File: src/hw/rtl/assert_macros.svh
// assertion macros used by caesar_vigenere_decryptor
// no dependencies; expects clk_i and rst_ni in the including module
`ifndef ASSERT_MACROS_SVH
`define ASSERT_MACROS_SVH

// checked property, disabled while reset is asserted
`define CVD_ASSERT(label, prop) \
  label: assert property (@(posedge clk_i) disable iff (!rst_ni) (prop)) \
    else $error("cvd assertion failed");

// checked property, also evaluated during reset
`define CVD_ASSERT_ALWAYS(label, prop) \
  label: assert property (@(posedge clk_i) (prop)) \
    else $error("cvd assertion failed");

`endif

File: src/hw/rtl/cvd_pkg.sv
// shared types, constants and helper functions of the alphanumeric decryptor
// no dependencies
`default_nettype none

package cvd_pkg;

  localparam int unsigned MaxKeyLen = 8;
  localparam int unsigned CharW     = 8;
  localparam int unsigned KeyPosW   = $clog2(MaxKeyLen);
  localparam int unsigned KeyLenW   = 4;
  localparam int unsigned ShiftsW   = MaxKeyLen * CharW;
  localparam int unsigned SpanW     = 5;

  // configuration register indexes
  typedef enum logic {
    RegKeyLength = 1'b0,
    RegKeyShifts = 1'b1
  } cfg_reg_e;

  localparam logic [CharW-1:0] CharZero = 8'h30;
  localparam logic [CharW-1:0] CharNine = 8'h39;
  localparam logic [CharW-1:0] CharUpA  = 8'h41;
  localparam logic [CharW-1:0] CharUpZ  = 8'h5A;
  localparam logic [CharW-1:0] CharLoA  = 8'h61;
  localparam logic [CharW-1:0] CharLoZ  = 8'h7A;

  localparam logic [SpanW-1:0] DigitSpan = 5'd10;
  localparam logic [SpanW-1:0] AlphaSpan = 5'd26;

  // shift modulo 10 by a chain of conditional subtractions
  function automatic logic [SpanW-1:0] mod_ten(logic [CharW-1:0] v);
    logic [CharW-1:0] r;
    r = v;
    if (r >= 8'd160) r = r - 8'd160;
    if (r >= 8'd80)  r = r - 8'd80;
    if (r >= 8'd40)  r = r - 8'd40;
    if (r >= 8'd20)  r = r - 8'd20;
    if (r >= 8'd10)  r = r - 8'd10;
    return r[SpanW-1:0];
  endfunction

  // shift modulo 26 by a chain of conditional subtractions
  function automatic logic [SpanW-1:0] mod_twentysix(logic [CharW-1:0] v);
    logic [CharW-1:0] r;
    r = v;
    if (r >= 8'd208) r = r - 8'd208;
    if (r >= 8'd104) r = r - 8'd104;
    if (r >= 8'd52)  r = r - 8'd52;
    if (r >= 8'd26)  r = r - 8'd26;
    return r[SpanW-1:0];
  endfunction

endpackage

`default_nettype wire

File: src/hw/rtl/caesar_vigenere_decryptor.sv
// Streaming Vigenere / Caesar decryptor for alphanumeric ASCII bytes.
// Requests arrive on the in channel (cipher_char_i, last_char_i) with a
// valid/ready handshake; one decrypted byte per request leaves on the out
// channel (plain_char_o, last_out_o), also valid/ready.
// Each request picks the key shift at the current key position when it is
// accepted; the position steps by one, wraps at the key length and returns
// to zero after a byte marked last.
// A request that is accepted passes the input register, then the result
// register, before it is valid at the output. Throughput is one request per
// cycle while the receiver does not stall; the decode is a single pass of
// compare and subtract logic between the two registers.
// When the receiver stalls, the result register holds and the input
// register fills; in_ready_o drops once both are full.
// Reset empties both registers, sets key length to one, all shifts to
// zero and the key position to zero.
// Configuration: cfg_we_i writes register cfg_index_i (0 key length,
// 1 packed key shifts) from cfg_data_i; write only while idle.
// depends on cvd_pkg, cvd_char_decode and assert_macros.svh
`default_nettype none

`include "assert_macros.svh"

module caesar_vigenere_decryptor (
  input  wire logic                           clk_i,
  input  wire logic                           rst_ni,
  // configuration write port
  input  wire logic                           cfg_we_i,
  input  wire logic                           cfg_index_i,
  input  wire logic [cvd_pkg::ShiftsW-1:0]    cfg_data_i,
  // input channel
  input  wire logic                           in_valid_i,
  output logic                                in_ready_o,
  input  wire logic [cvd_pkg::CharW-1:0]      cipher_char_i,
  input  wire logic                           last_char_i,
  // output channel
  output logic                                out_valid_o,
  input  wire logic                           out_ready_i,
  output logic      [cvd_pkg::CharW-1:0]      plain_char_o,
  output logic                                last_out_o
);
  import cvd_pkg::*;

  logic [KeyLenW-1:0] key_len_q;
  logic [ShiftsW-1:0] key_shifts_q;
  logic [KeyPosW-1:0] key_pos_q;
  logic [KeyPosW-1:0] key_pos_d;
  logic [KeyLenW-1:0] eff_len;
  logic [KeyLenW-1:0] pos_inc;

  logic               in_accept;
  logic               s1_valid_q;
  logic               s1_valid_d;
  logic [CharW-1:0]   s1_char_q;
  logic               s1_last_q;
  logic [CharW-1:0]   s1_shift_q;
  logic [CharW-1:0]   cur_shift;

  logic               out_load;
  logic               out_free;
  logic               out_valid_q;
  logic               out_valid_d;
  logic [CharW-1:0]   plain_q;
  logic               last_q;
  logic [CharW-1:0]   plain_d;

  // configuration registers
  always_ff @(posedge clk_i or negedge rst_ni) begin
    if (!rst_ni) begin
      key_len_q    <= KeyLenW'(1);
      key_shifts_q <= '0;
    end else if (cfg_we_i) begin
      unique case (cfg_reg_e'(cfg_index_i))
        RegKeyLength: key_len_q    <= cfg_data_i[KeyLenW-1:0];
        RegKeyShifts: key_shifts_q <= cfg_data_i;
        default:      key_len_q    <= key_len_q;
      endcase
    end
  end

  // handshake of the two stages
  assign out_free   = !out_valid_q || out_ready_i;
  assign out_load   = s1_valid_q && out_free;
  assign in_ready_o = !s1_valid_q || out_free;
  assign in_accept  = in_valid_i && in_ready_o;

  // effective key length, zero read as one, saturated at the maximum
  always_comb begin
    eff_len = key_len_q;
    if (key_len_q == '0) begin
      eff_len = KeyLenW'(1);
    end else if (key_len_q > KeyLenW'(MaxKeyLen)) begin
      eff_len = KeyLenW'(MaxKeyLen);
    end
  end

  // key position advance
  assign pos_inc = {{(KeyLenW-KeyPosW){1'b0}}, key_pos_q} + KeyLenW'(1);

  always_comb begin
    key_pos_d = key_pos_q;
    if (in_accept) begin
      if (last_char_i || (pos_inc >= eff_len)) begin
        key_pos_d = '0;
      end else begin
        key_pos_d = pos_inc[KeyPosW-1:0];
      end
    end
  end

  always_ff @(posedge clk_i or negedge rst_ni) begin
    if (!rst_ni) begin
      key_pos_q <= '0;
    end else begin
      key_pos_q <= key_pos_d;
    end
  end

  // shift entry at the current position
  assign cur_shift = key_shifts_q[{key_pos_q, 3'b000} +: CharW];

  // input register
  always_comb begin
    s1_valid_d = s1_valid_q;
    if (in_accept) begin
      s1_valid_d = 1'b1;
    end else if (out_free) begin
      s1_valid_d = 1'b0;
    end
  end

  always_ff @(posedge clk_i or negedge rst_ni) begin
    if (!rst_ni) begin
      s1_valid_q <= 1'b0;
    end else begin
      s1_valid_q <= s1_valid_d;
    end
  end

  always_ff @(posedge clk_i) begin
    if (in_accept) begin
      s1_char_q  <= cipher_char_i;
      s1_last_q  <= last_char_i;
      s1_shift_q <= cur_shift;
    end
  end

  // byte decode between the registers
  cvd_char_decode u_decode (
    .cipher_i (s1_char_q),
    .shift_i  (s1_shift_q),
    .plain_o  (plain_d)
  );

  // result register
  always_comb begin
    out_valid_d = out_valid_q;
    if (out_load) begin
      out_valid_d = 1'b1;
    end else if (out_ready_i) begin
      out_valid_d = 1'b0;
    end
  end

  always_ff @(posedge clk_i or negedge rst_ni) begin
    if (!rst_ni) begin
      out_valid_q <= 1'b0;
    end else begin
      out_valid_q <= out_valid_d;
    end
  end

  always_ff @(posedge clk_i) begin
    if (out_load) begin
      plain_q <= plain_d;
      last_q  <= s1_last_q;
    end
  end

  assign out_valid_o  = out_valid_q;
  assign plain_char_o = plain_q;
  assign last_out_o   = last_q;

  // checks
  `CVD_ASSERT(a_last_resets_pos, in_accept && last_char_i |=> key_pos_q == '0)
  `CVD_ASSERT(a_full_blocks_input, s1_valid_q && out_valid_q && !out_ready_i |-> !in_ready_o)
  `CVD_ASSERT(a_space_passes, out_load && (s1_char_q == 8'h20) |=> plain_char_o == 8'h20)
  `CVD_ASSERT_ALWAYS(a_reset_empty, !rst_ni |=> !out_valid_o && in_ready_o)

endmodule

`default_nettype wire

File: src/hw/rtl/cvd_char_decode.sv
// combinational back shift of one byte within 0-9, A-Z or a-z
// depends on cvd_pkg
`default_nettype none

module cvd_char_decode (
  input  wire logic [cvd_pkg::CharW-1:0] cipher_i,
  input  wire logic [cvd_pkg::CharW-1:0] shift_i,
  output logic      [cvd_pkg::CharW-1:0] plain_o
);
  import cvd_pkg::*;

  logic             is_digit;
  logic             is_upper;
  logic             is_lower;
  logic [CharW-1:0] base;
  logic [SpanW-1:0] span;
  logic [SpanW-1:0] shift_red;
  logic [SpanW-1:0] offset;
  logic [SpanW:0]   wrap_sum;
  logic [SpanW:0]   wrap_red;
  logic [CharW-1:0] offset_diff;

  // character class
  assign is_digit = (cipher_i >= CharZero) && (cipher_i <= CharNine);
  assign is_upper = (cipher_i >= CharUpA) && (cipher_i <= CharUpZ);
  assign is_lower = (cipher_i >= CharLoA) && (cipher_i <= CharLoZ);

  // base and span of the class, shift reduced into the span
  always_comb begin
    base      = CharZero;
    span      = DigitSpan;
    shift_red = mod_ten(shift_i);
    if (is_upper) begin
      base      = CharUpA;
      span      = AlphaSpan;
      shift_red = mod_twentysix(shift_i);
    end else if (is_lower) begin
      base      = CharLoA;
      span      = AlphaSpan;
      shift_red = mod_twentysix(shift_i);
    end
  end

  assign offset_diff = cipher_i - base;
  assign offset      = offset_diff[SpanW-1:0];

  // move back by the shift and wrap once within the span
  assign wrap_sum = {1'b0, offset} + {1'b0, span} - {1'b0, shift_red};
  assign wrap_red = (wrap_sum >= {1'b0, span}) ? (wrap_sum - {1'b0, span}) : wrap_sum;

  // other bytes pass unchanged
  assign plain_o = (is_digit || is_upper || is_lower)
                 ? (base + {{(CharW-SpanW-1){1'b0}}, wrap_red})
                 : cipher_i;

endmodule

`default_nettype wire
File: config.mk
export PLATFORM = sky130hd
export DESIGN_NAME = caesar_vigenere_decryptor
export DESIGN_NICKNAME = d
export VERILOG_FILES = /design/src/hw/rtl/cvd_pkg.sv /design/src/hw/rtl/caesar_vigenere_decryptor.sv /design/src/hw/rtl/cvd_char_decode.sv
export VERILOG_INCLUDE_DIRS = /design/src /design/src/hw/rtl
export SDC_FILE = /design/constraint.sdc
export NUM_CORES = 1
export LEC_CHECK = 0
export BUFFER_PORTS_ARGS = -buffer_cell sky130_fd_sc_hd__buf_2
export CAP_MARGIN = 20
export CORE_ASPECT_RATIO = 0.75
export CORE_UTILIZATION = 62
export CTS_CLUSTER_DIAMETER = 200
export DETAILED_ROUTE_END_ITERATION = 7
export PLACE_DENSITY = 0.85
export SLEW_MARGIN = 15
export SYNTH_ARGS = -nofsm -noshare
export SYNTH_HDL_FRONTEND = slang
export SYNTH_SLANG_ARGS = --single-unit
File: constraint.sdc
create_clock -name clk_i -period 13.7 [get_ports clk_i]
set_input_delay 0.685 -clock clk_i [delete_from_list [all_inputs] [get_ports clk_i]]
set_output_delay 0.685 -clock clk_i [all_outputs]
set_load 0.02 [all_outputs]
==> impl_metrics.toml <==
[yosys]
syn_nets = 610
seq_area_frac_synth_pct = 44.0
syn_avg_cell_area_um2 = 11.9
ys.flop_type = "dfrtp_1"
yosys_warnings = 0
synth.most_common_cell = "mux2_2"
ys_top_cells_by_count = "76 x mux2_2, 72 x dfrtp_1, 32 x nor2_1"
synth_area_leader_cell = "dfrtp_1"
ys_ff_latch = 99
synth_top_area_share_pct = 30.4
syn_area_um2 = 5930
synthCells = 498
synth_edf_count = 26
synthTopCellsByArea = "dfrtp_1 30%, mux2_2 14%, edfxtp_1 13%"
async_reset_ff_share_pct = 73.7
synth_cell_type_count = 71

[timing]
report.final.slew_viol_count = 0
slew_headroom_pct = 40.2
worst_pin_slew_ns = 0.874
setup_violations = 0
fin_tns_setup_ns = 0
fin_crit_sh_pct = 64.5
rsz0062_at_grt = "no"
fmax_ghz = 0.113
whs_ns = 0.439
finalCriticalPeriod_ns = 8.83
hold_violations = 0
skew_ns = 0.00579

[placement]
place.port_buffers = 89
place_area_um2 = 6470
dp_hpwl_mm = 9.30
place.gp.congestion = 0.869

[finish]
area_growth_syn_to_layout_pct = 14.0
final_core_util_pct = 73.8
drive_gt1_share_pct = 37.2
antenna_cells = 0
final_area_um2 = 6760
nets = 691

[worst_setup_path]
arrival_ns = 8.91
critPathCapture = "plain_char_o[6]$_DFFE_PP_"
r2r_slack_ns = 4.87
ff2ff_path_depth = 38
criticalPathCategory = "reg2reg"
r2r_end = "plain_char_o[6]$_DFFE_PP_"
worst-endpoint-required_ns = 13.78
cp-start-kind = "flip-flop"
cp_max_fo = 17
cp_slowest_cell = "or4_1"
critPathMaxStageDelay_ns = 0.74
cp-end-kind = "flip-flop"
crit_start = "s1_shift_q[2]$_DFFE_PP_"
r2r_start = "s1_shift_q[2]$_DFFE_PP_"

[power]
switching_power_mw = 0.760
power_frac_comb_pct = 61.8
power_frac_seq_pct = 23.8
total_leakage_power_nw = 2.89
switching_share_pct = 43.7
ir_drop_v = 0.000239
p_int_mw = 0.979
power_mw = 1.74
power_density_nw_per_um2 = 257
power_frac_clock_pct = 14.4

[status]
status = "finished clean"

[worst_hold_path]
min_from = "s1_last_q$_DFFE_PP_"
hp-class = "reg2reg"

[grt]
grt_pass1_wl_mm = 21.6
first_global_vias = 4465
grt_max_degree = 74
grt.total_usage_pct = 28.6
antenna_found_initial = 1
gr-total-overflow = 0

[cts]
numClockSinks = 99
post_cts_resized = 0
cts_root_buf = "clkbuf_16"
post-cts-setup-buffer-count = 0
path_clk_slew_ns = 0.07
clk_latency_ns = 0.35
cts_tree = "built"
ctsHoldBuffers = 0
numCtsBuffers = 9
cts_buffer_depth = 2
cts_max_level = 3

[die]
fp.dieW_um = 115
fp.coreArea_um2 = 9160
die_h_um = 86.7
num_rows = 30
start_util_pct = 64.7
boundaryPins = 90
die-area_um2 = 9960

[routing]
wirelength_mm = 13.0
dr.first_iter.drc_count = 343
ant_nets = 0
first_pass_iters = 6
drc = 0
wl_per_cell_um = 18.2
vias = 4255
vias_per_cell = 5.98

[run]
cap_viol_max_count = 0
[through the flow]
step | instances | setup WS [ns]
after floorplan | 498 | 6.08
after global placement | 696 | 5.59
after detailed placement | 696 | 5.09
after CTS | 712 | 5.02
after global routing | 712 | 4.23
final | 712 | 4.87
[logic make-up (layout without fill, tap and decap cells)]
kind of cell	after synthesis	in the layout	share of synthesized area (%)
AO/OA/AOI/OAI	95	95	12.0
flip-flops	99	99	44.0
adder cells (fa/ha/maj)	34	34	7.39
buffers and inverters	44	130	2.93
AND/OR/NAND/NOR	111	111	9.39
multiplexers	97	97	21.6
XOR/XNOR	18	18	2.66
[worst min path at each step]
stage,cells past startpoint,endpoint,slack [ns]
CTS,0,last_out_o$_DFFE_PP_,0.44
global route,0,last_out_o$_DFFE_PP_,0.44
global placement,0,last_out_o$_DFFE_PP_,0.40
finish,0,last_out_o$_DFFE_PP_,0.44
floorplan,0,key_len_q[1]$_DFFE_PN0P_,0.39
detailed placement,0,last_out_o$_DFFE_PP_,0.42
[worst max-delay path, delay by kind of cell, from the launching register on]
family,cells,cell delay (ns)
compound gates,14,2.74
simple gates,11,2.53
fa+ha+maj,7,1.83
flops,1,0.62
xor+xnor,3,0.48
buf+inv,2,0.19
mux,1,0.16
[flip-flops by register name, indices dropped and copies added (netlist names)]
register and count:
plain_char_o 8, s1_valid_q 1, s1_char_q 8, key_pos_q 3, key_len_q 4, s1_shift_q 8, key_shifts_q 64, out_valid_o 1
last_out_o 1, s1_last_q 1
[placed cells by master (no fill, tap or decap), drive strengths merged, types with 7 or more instances in the layout]
cell type  instances
a21o               7
a21oi             19
buf               92
clkbuf            10
dfrtp             72
edfxtp            26
ha                31
inv               26
mux2              76
mux4              16
nand2             23
nand2b            10
nor2              32
nor3              11
o21ai             14
xnor2              9
xor2               9
[per-layer routing]
metal	part of all wire, %	global-route usage (%)	vias to the layer above	wire, µm
li1	-	-	2025	-
met4	1.9	9.33	0	247
met2	50	48.7	122	6460
met1	43	36.5	2089	5540
met5	0	0	-	0
met3	5.4	6.64	19	706
[power groups by stage]
stage	sequential (mW)	combinational [mW]	clock (mW)
finish	0.414	1.07	0.250
global placement	0.413	0.984	0
CTS	0.413	1.06	0.253
detailed placement	0.417	1.05	0
floorplan	0.403	0.844	0
global route	0.422	1.19	0.263
[layout make-up]
type | instances | area (µm²)
clock buffers | 10 | 239
clock inverters | 6 | 53.8
fillers | 625 | 2400
inverters | 22 | 82.6
multi-input cells | 355 | 3150
flip-flops and latches | 99 | 2610
well taps | 128 | 160
repair buffers | 92 | 468
No activity file was read; power rests on OpenSTA's default activity.
